`config.mk`:
```
export PLATFORM = sky130hd
export DESIGN_NAME = resyncing_frame_receiver
export DESIGN_NICKNAME = d
export VERILOG_FILES = /design/src/design/rfr_pkg.sv /design/src/design/rfr_ram.sv /design/src/design/rfr_ctrl.sv /design/src/design/resyncing_frame_receiver.sv
export SDC_FILE = /design/constraint.sdc
export NUM_CORES = 2
export LEC_CHECK = 0
export ABC_AREA = 1
export CAP_MARGIN = 20
export CORE_MARGIN = 10
export CORE_UTILIZATION = 55
export DETAILED_ROUTE_END_ITERATION = 8
export DONT_BUFFER_PORTS = 1
export PLACE_DENSITY = 0.7
export SLEW_MARGIN = 20
export SYNTH_ARGS = -nofsm -noshare
export SYNTH_HDL_FRONTEND = slang
export SYNTH_SLANG_ARGS = --single-unit
```
`constraint.sdc`:
```
create_clock -name clk -period 7 [get_ports clk]
set_input_delay 1.05 -clock clk [delete_from_list [all_inputs] [get_ports clk]]
set_output_delay 1.05 -clock clk [all_outputs]
set_load 0.01 [all_outputs]
```
`src/design/rfr_pkg.sv`:
```
`timescale 1ns / 1ps
// ----------------------------------------------------------------------------
// rfr_pkg
// shared constants and types for the resyncing frame receiver
// ----------------------------------------------------------------------------
package rfr_pkg;

    localparam int WINDOW_BYTES_DEF = 64;

    // frame layout
    localparam logic [7:0] SYNC_FIRST  = 8'hFE;
    localparam logic [7:0] SYNC_SECOND = 8'hEF;
    localparam logic [7:0] TAIL_FIRST  = 8'h55;
    localparam logic [7:0] TAIL_SECOND = 8'h0D;
    localparam logic [7:0] TAIL_THIRD  = 8'h0A;

    localparam int MIN_TOTAL    = 13;
    localparam int LEN_EXTRA    = 4;
    localparam int LEN_POS      = 3;
    localparam int SUM_START    = 6;
    localparam int MIN_LEN_BYTE = MIN_TOTAL - LEN_EXTRA;
    // offset from the length byte of the last possible start to one past the newest byte
    localparam int SCAN_SPAN    = MIN_TOTAL - LEN_POS;

    typedef enum logic [1:0] {
        ST_FRAME    = 2'd0,
        ST_CHECKSUM = 2'd1,
        ST_OVERFLOW = 2'd2
    } status_t;

endpackage

```
`src/design/rfr_ram.sv`:
```
`timescale 1ns / 1ps
// ----------------------------------------------------------------------------
// rfr_ram
// simple dual-port synchronous memory, one write and one registered read port
// ----------------------------------------------------------------------------
module rfr_ram #(
    parameter int DEPTH = rfr_pkg::WINDOW_BYTES_DEF,
    parameter int AW    = $clog2(rfr_pkg::WINDOW_BYTES_DEF)
) (
    input  logic          clk,
    input  logic          we,
    input  logic [AW-1:0] waddr,
    input  logic [7:0]    wdata,
    input  logic          re,
    input  logic [AW-1:0] raddr,
    output logic [7:0]    rdata
);

    logic [7:0] mem [DEPTH];
    logic [7:0] rdata_reg;

    always_ff @(posedge clk)
    begin
        if (we)
        begin
            mem[waddr] <= wdata;
        end
    end

    // read data holds until the next read
    always_ff @(posedge clk)
    begin
        if (re)
        begin
            rdata_reg <= mem[raddr];
        end
    end

    assign rdata = rdata_reg;

endmodule

```
`src/design/rfr_ctrl.sv`:
```
`timescale 1ns / 1ps
// ----------------------------------------------------------------------------
// rfr_ctrl
// append, scan, checksum and send sequencer around the window memories
// ----------------------------------------------------------------------------
module rfr_ctrl #(
    parameter int WINDOW_BYTES = rfr_pkg::WINDOW_BYTES_DEF,
    parameter int IDX_W        = $clog2(rfr_pkg::WINDOW_BYTES_DEF),
    parameter int CNT_W        = $clog2(rfr_pkg::WINDOW_BYTES_DEF + 1)
) (
    input  logic             clk,
    input  logic             rst_n,
    input  logic             in_valid,
    output logic             in_ready,
    input  logic [7:0]       rx_byte,
    output logic             out_valid,
    input  logic             out_ready,
    output logic [7:0]       out_byte,
    output logic [1:0]       status,
    output logic             last,
    output logic             win_we,
    output logic [IDX_W-1:0] win_waddr,
    output logic [7:0]       win_wdata,
    output logic             win_re,
    output logic [IDX_W-1:0] win_raddr,
    input  logic [7:0]       win_rdata,
    output logic             pp_we,
    output logic [CNT_W-1:0] pp_waddr,
    output logic [7:0]       pp_wdata,
    output logic             pp_re,
    output logic [CNT_W-1:0] pp_raddr,
    input  logic [7:0]       pp_rdata
);

    localparam int SUM_W = ((CNT_W > 8) ? CNT_W : 8) + 2;

    typedef enum logic [2:0] {
        S_IDLE,
        S_EVAL,
        S_SCAN,
        S_CHK_RD,
        S_CHK,
        S_SEND_RD,
        S_SEND_LD,
        S_ERR
    } state_t;

    state_t                state_reg, state_next;
    logic [CNT_W-1:0]      fill_reg, fill_next;
    logic [7:0]            ppr_reg, ppr_next;
    logic [3:0][7:0]       tail_reg, tail_next;
    logic [IDX_W-1:0]      scan_addr_reg, scan_addr_next;
    logic                  arr_valid_reg, arr_valid_next;
    logic [IDX_W-1:0]      arr_idx_reg, arr_idx_next;
    logic [2:0][7:0]       hist_reg, hist_next;
    logic [IDX_W-1:0]      start_reg, start_next;
    logic [CNT_W-1:0]      len_reg, len_next;
    logic [CNT_W-1:0]      send_idx_reg, send_idx_next;
    rfr_pkg::status_t      err_reg, err_next;
    logic                  out_valid_reg, out_valid_next;
    logic [7:0]            out_byte_reg, out_byte_next;
    rfr_pkg::status_t      out_status_reg, out_status_next;
    logic                  out_last_reg, out_last_next;

    logic                  accept;
    logic                  out_free;
    logic                  scan_issue;
    logic                  tail_ok;
    logic                  min_fill;
    logic                  full;
    logic                  hit;
    logic                  scan_last;
    logic [IDX_W-1:0]      hit_start;
    logic [7:0]            calc;
    logic                  send_last;
    logic [IDX_W-1:0]      send_addr;

    assign accept   = in_valid && in_ready;
    assign in_ready = (state_reg == S_IDLE);
    assign out_free = !out_valid_reg || out_ready;

    // append path
    assign win_we    = accept;
    assign win_waddr = fill_reg[IDX_W-1:0];
    assign win_wdata = rx_byte;
    assign pp_we     = accept;
    assign pp_waddr  = fill_reg + CNT_W'(1);
    assign pp_wdata  = ppr_reg ^ rx_byte;

    assign tail_ok = (tail_reg[2] == rfr_pkg::TAIL_FIRST)
                  && (tail_reg[1] == rfr_pkg::TAIL_SECOND)
                  && (tail_reg[0] == rfr_pkg::TAIL_THIRD);
    assign min_fill = (fill_reg >= CNT_W'(rfr_pkg::MIN_TOTAL));
    assign full     = (fill_reg == CNT_W'(WINDOW_BYTES));

    // streaming scan: one window read per cycle, header checked on arrival
    assign scan_issue = (state_reg == S_SCAN)
        && ((SUM_W'(scan_addr_reg) + SUM_W'(rfr_pkg::SCAN_SPAN)) <= SUM_W'(fill_reg));
    assign hit_start  = arr_idx_reg - IDX_W'(rfr_pkg::LEN_POS);
    assign hit = arr_valid_reg
        && (arr_idx_reg >= IDX_W'(rfr_pkg::LEN_POS))
        && (hist_reg[2] == rfr_pkg::SYNC_FIRST)
        && (hist_reg[1] == rfr_pkg::SYNC_SECOND)
        && (win_rdata >= 8'(rfr_pkg::MIN_LEN_BYTE))
        && ((SUM_W'(win_rdata) + SUM_W'(arr_idx_reg) + SUM_W'(rfr_pkg::LEN_EXTRA))
            == (SUM_W'(fill_reg) + SUM_W'(rfr_pkg::LEN_POS)));
    assign scan_last = arr_valid_reg
        && ((SUM_W'(arr_idx_reg) + SUM_W'(rfr_pkg::SCAN_SPAN)) == SUM_W'(fill_reg));

    // checksum: prefix at the checksum byte minus prefix at the payload start
    assign calc = pp_rdata ^ ppr_reg ^ tail_reg[0] ^ tail_reg[1] ^ tail_reg[2] ^ tail_reg[3];

    assign send_addr = start_reg + send_idx_reg[IDX_W-1:0];
    assign send_last = ((send_idx_reg + CNT_W'(1)) == len_reg);

    assign win_re    = scan_issue || (state_reg == S_SEND_RD);
    assign win_raddr = (state_reg == S_SEND_RD) ? send_addr : scan_addr_reg;
    assign pp_re     = (state_reg == S_CHK_RD);
    assign pp_raddr  = CNT_W'(start_reg) + CNT_W'(rfr_pkg::SUM_START);

    always_comb
    begin
        state_next      = state_reg;
        fill_next       = fill_reg;
        ppr_next        = ppr_reg;
        tail_next       = tail_reg;
        scan_addr_next  = scan_addr_reg;
        arr_valid_next  = 1'b0;
        arr_idx_next    = arr_idx_reg;
        hist_next       = hist_reg;
        start_next      = start_reg;
        len_next        = len_reg;
        send_idx_next   = send_idx_reg;
        err_next        = err_reg;
        out_valid_next  = out_valid_reg && !out_ready;
        out_byte_next   = out_byte_reg;
        out_status_next = out_status_reg;
        out_last_next   = out_last_reg;

        unique case (state_reg)
            S_IDLE:
            begin
                if (accept)
                begin
                    fill_next  = fill_reg + CNT_W'(1);
                    ppr_next   = ppr_reg ^ rx_byte;
                    tail_next  = {tail_reg[2:0], rx_byte};
                    state_next = S_EVAL;
                end
            end
            S_EVAL:
            begin
                scan_addr_next = '0;
                if (min_fill && tail_ok)
                begin
                    state_next = S_SCAN;
                end
                else if (full)
                begin
                    err_next   = rfr_pkg::ST_OVERFLOW;
                    state_next = S_ERR;
                end
                else
                begin
                    state_next = S_IDLE;
                end
            end
            S_SCAN:
            begin
                if (scan_issue)
                begin
                    scan_addr_next = scan_addr_reg + IDX_W'(1);
                    arr_valid_next = 1'b1;
                    arr_idx_next   = scan_addr_reg;
                end
                if (arr_valid_reg)
                begin
                    hist_next = {hist_reg[1:0], win_rdata};
                end
                if (hit)
                begin
                    arr_valid_next = 1'b0;
                    start_next     = hit_start;
                    len_next       = fill_reg - CNT_W'(hit_start);
                    state_next     = S_CHK_RD;
                end
                else if (scan_last)
                begin
                    arr_valid_next = 1'b0;
                    if (full)
                    begin
                        err_next   = rfr_pkg::ST_OVERFLOW;
                        state_next = S_ERR;
                    end
                    else
                    begin
                        state_next = S_IDLE;
                    end
                end
            end
            S_CHK_RD:
            begin
                state_next = S_CHK;
            end
            S_CHK:
            begin
                send_idx_next = '0;
                if (calc == tail_reg[3])
                begin
                    state_next = S_SEND_RD;
                end
                else
                begin
                    err_next   = rfr_pkg::ST_CHECKSUM;
                    state_next = S_ERR;
                end
            end
            S_SEND_RD:
            begin
                state_next = S_SEND_LD;
            end
            S_SEND_LD:
            begin
                if (out_free)
                begin
                    out_valid_next  = 1'b1;
                    out_byte_next   = win_rdata;
                    out_status_next = rfr_pkg::ST_FRAME;
                    out_last_next   = send_last;
                    send_idx_next   = send_idx_reg + CNT_W'(1);
                    if (send_last)
                    begin
                        fill_next  = '0;
                        ppr_next   = '0;
                        state_next = S_IDLE;
                    end
                    else
                    begin
                        state_next = S_SEND_RD;
                    end
                end
            end
            S_ERR:
            begin
                if (out_free)
                begin
                    out_valid_next  = 1'b1;
                    out_byte_next   = '0;
                    out_status_next = err_reg;
                    out_last_next   = 1'b1;
                    fill_next       = '0;
                    ppr_next        = '0;
                    state_next      = S_IDLE;
                end
            end
            default:
            begin
                state_next = S_IDLE;
            end
        endcase
    end

    always_ff @(posedge clk or negedge rst_n)
    begin
        if (!rst_n)
        begin
            state_reg      <= S_IDLE;
            fill_reg       <= '0;
            ppr_reg        <= '0;
            tail_reg       <= '0;
            scan_addr_reg  <= '0;
            arr_valid_reg  <= 1'b0;
            arr_idx_reg    <= '0;
            hist_reg       <= '0;
            start_reg      <= '0;
            len_reg        <= '0;
            send_idx_reg   <= '0;
            err_reg        <= rfr_pkg::ST_OVERFLOW;
            out_valid_reg  <= 1'b0;
            out_byte_reg   <= '0;
            out_status_reg <= rfr_pkg::ST_FRAME;
            out_last_reg   <= 1'b0;
        end
        else
        begin
            state_reg      <= state_next;
            fill_reg       <= fill_next;
            ppr_reg        <= ppr_next;
            tail_reg       <= tail_next;
            scan_addr_reg  <= scan_addr_next;
            arr_valid_reg  <= arr_valid_next;
            arr_idx_reg    <= arr_idx_next;
            hist_reg       <= hist_next;
            start_reg      <= start_next;
            len_reg        <= len_next;
            send_idx_reg   <= send_idx_next;
            err_reg        <= err_next;
            out_valid_reg  <= out_valid_next;
            out_byte_reg   <= out_byte_next;
            out_status_reg <= out_status_next;
            out_last_reg   <= out_last_next;
        end
    end

    assign out_valid = out_valid_reg;
    assign out_byte  = out_byte_reg;
    assign status    = out_status_reg;
    assign last      = out_last_reg;

endmodule

```
`src/design/resyncing_frame_receiver.sv`:
```
`timescale 1ns / 1ps
// ----------------------------------------------------------------------------
// resyncing_frame_receiver
// byte window receiver that finds FE EF ... 55 0D 0A frames and checks them
// ----------------------------------------------------------------------------
// a byte is taken, the next cycle checks fill and trailer; with no trailer the
//   block is ready again, or reports an overflow when the window is full
// with a trailer the header scan streams the window memory one byte a cycle;
//   a frame then takes a checksum read and check, then a read and a load per byte
// scan and send are bound by the single read port of the window memory
// reset: fill count, parity and control clear at once; memories read below fill
// ----------------------------------------------------------------------------
module resyncing_frame_receiver #(
    parameter int WINDOW_BYTES = rfr_pkg::WINDOW_BYTES_DEF
) (
    input  logic       clk,
    input  logic       rst_n,
    input  logic       in_valid,
    output logic       in_ready,
    input  logic [7:0] rx_byte,
    output logic       out_valid,
    input  logic       out_ready,
    output logic [7:0] out_byte,
    output logic [1:0] status,
    output logic       last
);

    // window index and fill count widths
    localparam int IDX_W = $clog2(WINDOW_BYTES);
    localparam int CNT_W = $clog2(WINDOW_BYTES + 1);

    // window memory port signals
    logic             win_we;
    logic [IDX_W-1:0] win_waddr;
    logic [7:0]       win_wdata;
    logic             win_re;
    logic [IDX_W-1:0] win_raddr;
    logic [7:0]       win_rdata;

    // prefix parity memory: entry k is the xor of the first k held bytes
    logic             pp_we;
    logic [CNT_W-1:0] pp_waddr;
    logic [7:0]       pp_wdata;
    logic             pp_re;
    logic [CNT_W-1:0] pp_raddr;
    logic [7:0]       pp_rdata;

    // received bytes, in arrival order since the last clear
    rfr_ram #(
        .DEPTH (WINDOW_BYTES),
        .AW    (IDX_W)
    ) u_win_ram (
        .clk   (clk),
        .we    (win_we),
        .waddr (win_waddr),
        .wdata (win_wdata),
        .re    (win_re),
        .raddr (win_raddr),
        .rdata (win_rdata)
    );

    // one entry more than the window so the full prefix can be held
    rfr_ram #(
        .DEPTH (WINDOW_BYTES + 1),
        .AW    (CNT_W)
    ) u_pp_ram (
        .clk   (clk),
        .we    (pp_we),
        .waddr (pp_waddr),
        .wdata (pp_wdata),
        .re    (pp_re),
        .raddr (pp_raddr),
        .rdata (pp_rdata)
    );

    // sequencer: append, trailer check, header scan, checksum, send
    rfr_ctrl #(
        .WINDOW_BYTES (WINDOW_BYTES),
        .IDX_W        (IDX_W),
        .CNT_W        (CNT_W)
    ) u_ctrl (
        .clk       (clk),
        .rst_n     (rst_n),
        .in_valid  (in_valid),
        .in_ready  (in_ready),
        .rx_byte   (rx_byte),
        .out_valid (out_valid),
        .out_ready (out_ready),
        .out_byte  (out_byte),
        .status    (status),
        .last      (last),
        .win_we    (win_we),
        .win_waddr (win_waddr),
        .win_wdata (win_wdata),
        .win_re    (win_re),
        .win_raddr (win_raddr),
        .win_rdata (win_rdata),
        .pp_we     (pp_we),
        .pp_waddr  (pp_waddr),
        .pp_wdata  (pp_wdata),
        .pp_re     (pp_re),
        .pp_raddr  (pp_raddr),
        .pp_rdata  (pp_rdata)
    );

endmodule

```
==> results.cfg <==
[power_and_ir_drop]
clkPwrFrac_pct = 34.5
p_per_area_nw_per_um2 = 336.2
combPwrFrac_pct = 17.3
p_sw_share_pct = 29.10
p_seq_share_pct = 48.2
peakVddDrop_uv = 309.5
power.net_switching_mw = 5.235
leakage_nw = 18.41
cellInternalPower_mw = 12.76

[layout]
antenna_cells = 0
fillerInstances = 6781
multi_input_area_um2 = 12990
top_regs = u_pp_ram.mem (520), u_win_ram.mem (512)
regArea_um2 = 34310
max_flop_register = u_pp_ram.mem
stdcell_area_um2 = 53510
largest_reg_flops = 520
areaGrowthSynthToFinish_pct = 9.642
drive_gt1_share_pct = 6.593
fin_nets = 4110

[detailed_routing]
remaining_drc_errors = 0
drt-initial-drc-count = 3997
vias = 32120
ant_nets = 0
via_per_inst = 6.036
routedWlPerCell_um = 22.79
dr.pass1.iters = 6
wl_um = 121200

[place]
io_buffers = 0
gp_congestion = 0.8868
dp_hpwl_um = 68880
place_area_um2 = 49710

[sta]
rsz0062_at_grt = false
fin_crit_sh_pct = 65.61
final-setup-viol-count = 0
fin_skew_ns = 0.02549
drv_slew = 0
max-slew-margin-rel_pct = 27.59
worst_pin_slew_ns = 1.086
timing.setup.tns_ns = 0
finalHoldViolations = 0
period_needed_ns = 4.593
max_freq_mhz = 217.7

[yosys]
muxShareOfSynthArea_pct = 0.3000
yosysTopAreaCell = edfxtp_1
ys_top_cells_by_area = edfxtp_1 (64%), nor2_1 (6.6%), dfrtp_1 (5.7%)
synthArstFlopShare_pct = 9.733
ys_ff_latch = 1161
yosys.area_share.simple_pct = 12.39
syn-cell-area_um2 = 48800
synth_warnings = 0
synth_top_area_share_pct = 64.48
synth_edf_count = 1048
synthAdderAreaFrac_pct = 1.020
synth_compound_gate_area_share_pct = 11.13
synthCells = 4137
synth_flop_cell = edfxtp_1
ys_types = 45
synth_top_family_by_area = simple AND/OR/NAND/NOR gates
ys_top_cells_by_count = edfxtp_1 (1048), nor2_1 (864), o21ai_0 (516), nand2_1 (341), nand3_1 (244)
synth-xor-area-share_pct = 1.397
syn_area_per_cell_um2 = 11.80
synth_nets = 4187
yosysSeqAreaShare_pct = 70.28
synth.most_common_cell = edfxtp_1

[floorplanning]
initial_core_util_pct = 55.31
fp.coreArea_um2 = 88240
dieWidth_um = 317.9
die_y_um = 317.9
dieArea_um2 = 101100
row_count = 109
ios = 25

[cts]
cts-hold-fix-buffers = 0
cts_made_buffers = 113
clock_latency_ns = 0.71
cts_root_buf = clkbuf_16
cts_tree = yes
clk_path_buf_depth = 3
cts_setup_buffers = 0
cts_sinks = 1161
post_cts_resized = 0
cts_htree_levels = 3
clkTransAtPathRegs_ns = 0.06

[hold_path]
hp-class = in2async

[global_routing]
antenna_found_initial = 0
grt_max_degree = 130
grt_pass1_wl_um = 184000
gr-usage-all-layers_pct = 23.10
grt_overflow = 0
grt_pass1_vias = 30460

[worst_setup_path]
cp.required_ns = 7.32
crit_fanout = 37
reg2reg_depth = 10
rrSetupSlack_ns = 2.41
r2r_end = u_win_ram.mem[28][2]
r2r_start = u_ctrl.state_reg[1]
cp-endpoint = u_win_ram.mem[28][2]
crit_type = reg2reg
startpoint = u_ctrl.state_reg[1]
worstSetupStartpointType = register
end_kind = register
worstPathArrival_ns = 4.91

[job]
maxCapViolCount = 0

[outcome]
status = finished clean
-- per-stage QoR --
| stage | hold WS [ns] | util (%) | instances | setup WS [ns] | power, mW |
|---|---|---|---|---|---|
| 2_1_floorplan | 0.4424 | - | 4137 | 3.649 | 10.82 |
| 3_3_place_gp | 0.4533 | 56.33 | 5110 | 2.602 | 11.80 |
| 3_5_place_dp | 0.4532 | 56.33 | 5110 | 2.513 | 11.86 |
| 4_1_cts | 0.005983 | 60.64 | 5321 | 2.459 | 18.00 |
| 5_1_grt | 0.02079 | 60.64 | 5321 | 2.136 | 18.65 |
| 6_report | 0.04153 | 60.64 | 5321 | 2.407 | 17.99 |
-- power groups by stage --
stage	clock, mW	combinational, mW	sequential (mW)
global placement	0	3.00	8.80
CTS	6.26	3.07	8.67
finish	6.21	3.11	8.67
detailed placement	0	3.05	8.81
global route	6.56	3.39	8.70
floorplan	0	2.10	8.72
-- cells by family after synthesis --
kind of cell / count (synthesis)
AND/OR/NAND/NOR: 1497
flip-flops: 1161
AO/OA/AOI/OAI: 958
buffers and inverters: 393
XOR/XNOR: 77
adder cells (fa/ha/maj): 38
multiplexers: 13
-- how the worst min path moves through the flow --
stage                                         to  slack (ns)  cells after the start               from
final                         u_ctrl.hist_reg[3]        0.04                      0              rst_n
after global routing         u_ctrl.state_reg[0]        0.02                      0              rst_n
after CTS                 u_ctrl.send_idx_reg[2]       0.006                      0              rst_n
after detailed placement       u_ctrl.err_reg[1]        0.45                      2  u_ctrl.err_reg[1]
after global placement         u_ctrl.err_reg[1]        0.45                      2  u_ctrl.err_reg[1]
after floorplan                u_ctrl.err_reg[1]        0.44                      2  u_ctrl.err_reg[1]
-- critical path, stage by stage, from the launching register on --
cell     delay [ns]
dfrtp_1        0.41
nor2_1         0.11
inv_1          0.09
nor2_1         0.29
inv_1          0.12
nor2_2         0.13
buf_4          0.33
inv_1          0.29
nor2_1         0.63
nand3_1        0.83
nor2_1         0.97
-- layout by cell type, fill, tap and decap left out, types with 26 or more instances in the layout --
master / n
a21oi_1: 41
o21ai_0: 516
nand2_1: 340
nor2_1: 863
ha_1: 34
inv_1: 144
o211ai_1: 145
clkbuf_16: 115
clkinv_1: 26
o22ai_1: 119
edfxtp_1: 1048
dfrtp_1: 110
buf_4: 41
nand3_1: 244
o21ai_1: 94
xor2_1: 50
-- per-layer routing --
layer  vias to the layer above  GRT usage [%]  wire length, um  part of all wire [%]
li1                      14710              -                -                     -
met4                         0          9.707             4764                   3.9
met1                     15670          31.85            49940                    41
met2                      1490          36.52            56860                    47
met3                       241          3.415             9681                   8.0
met5                         -              0                0                     0
-- cell type report --
type,instances,share of cell area [%]
multi-input combinational,2583,24.28
tap,1165,2.724
inverter,158,1.132
timing repair buffer,43,0.6500
clock inverter,71,1.459
clock buffer,140,5.647
sequential,1161,64.11
Note: power is estimated with default switching activity, not from simulation.
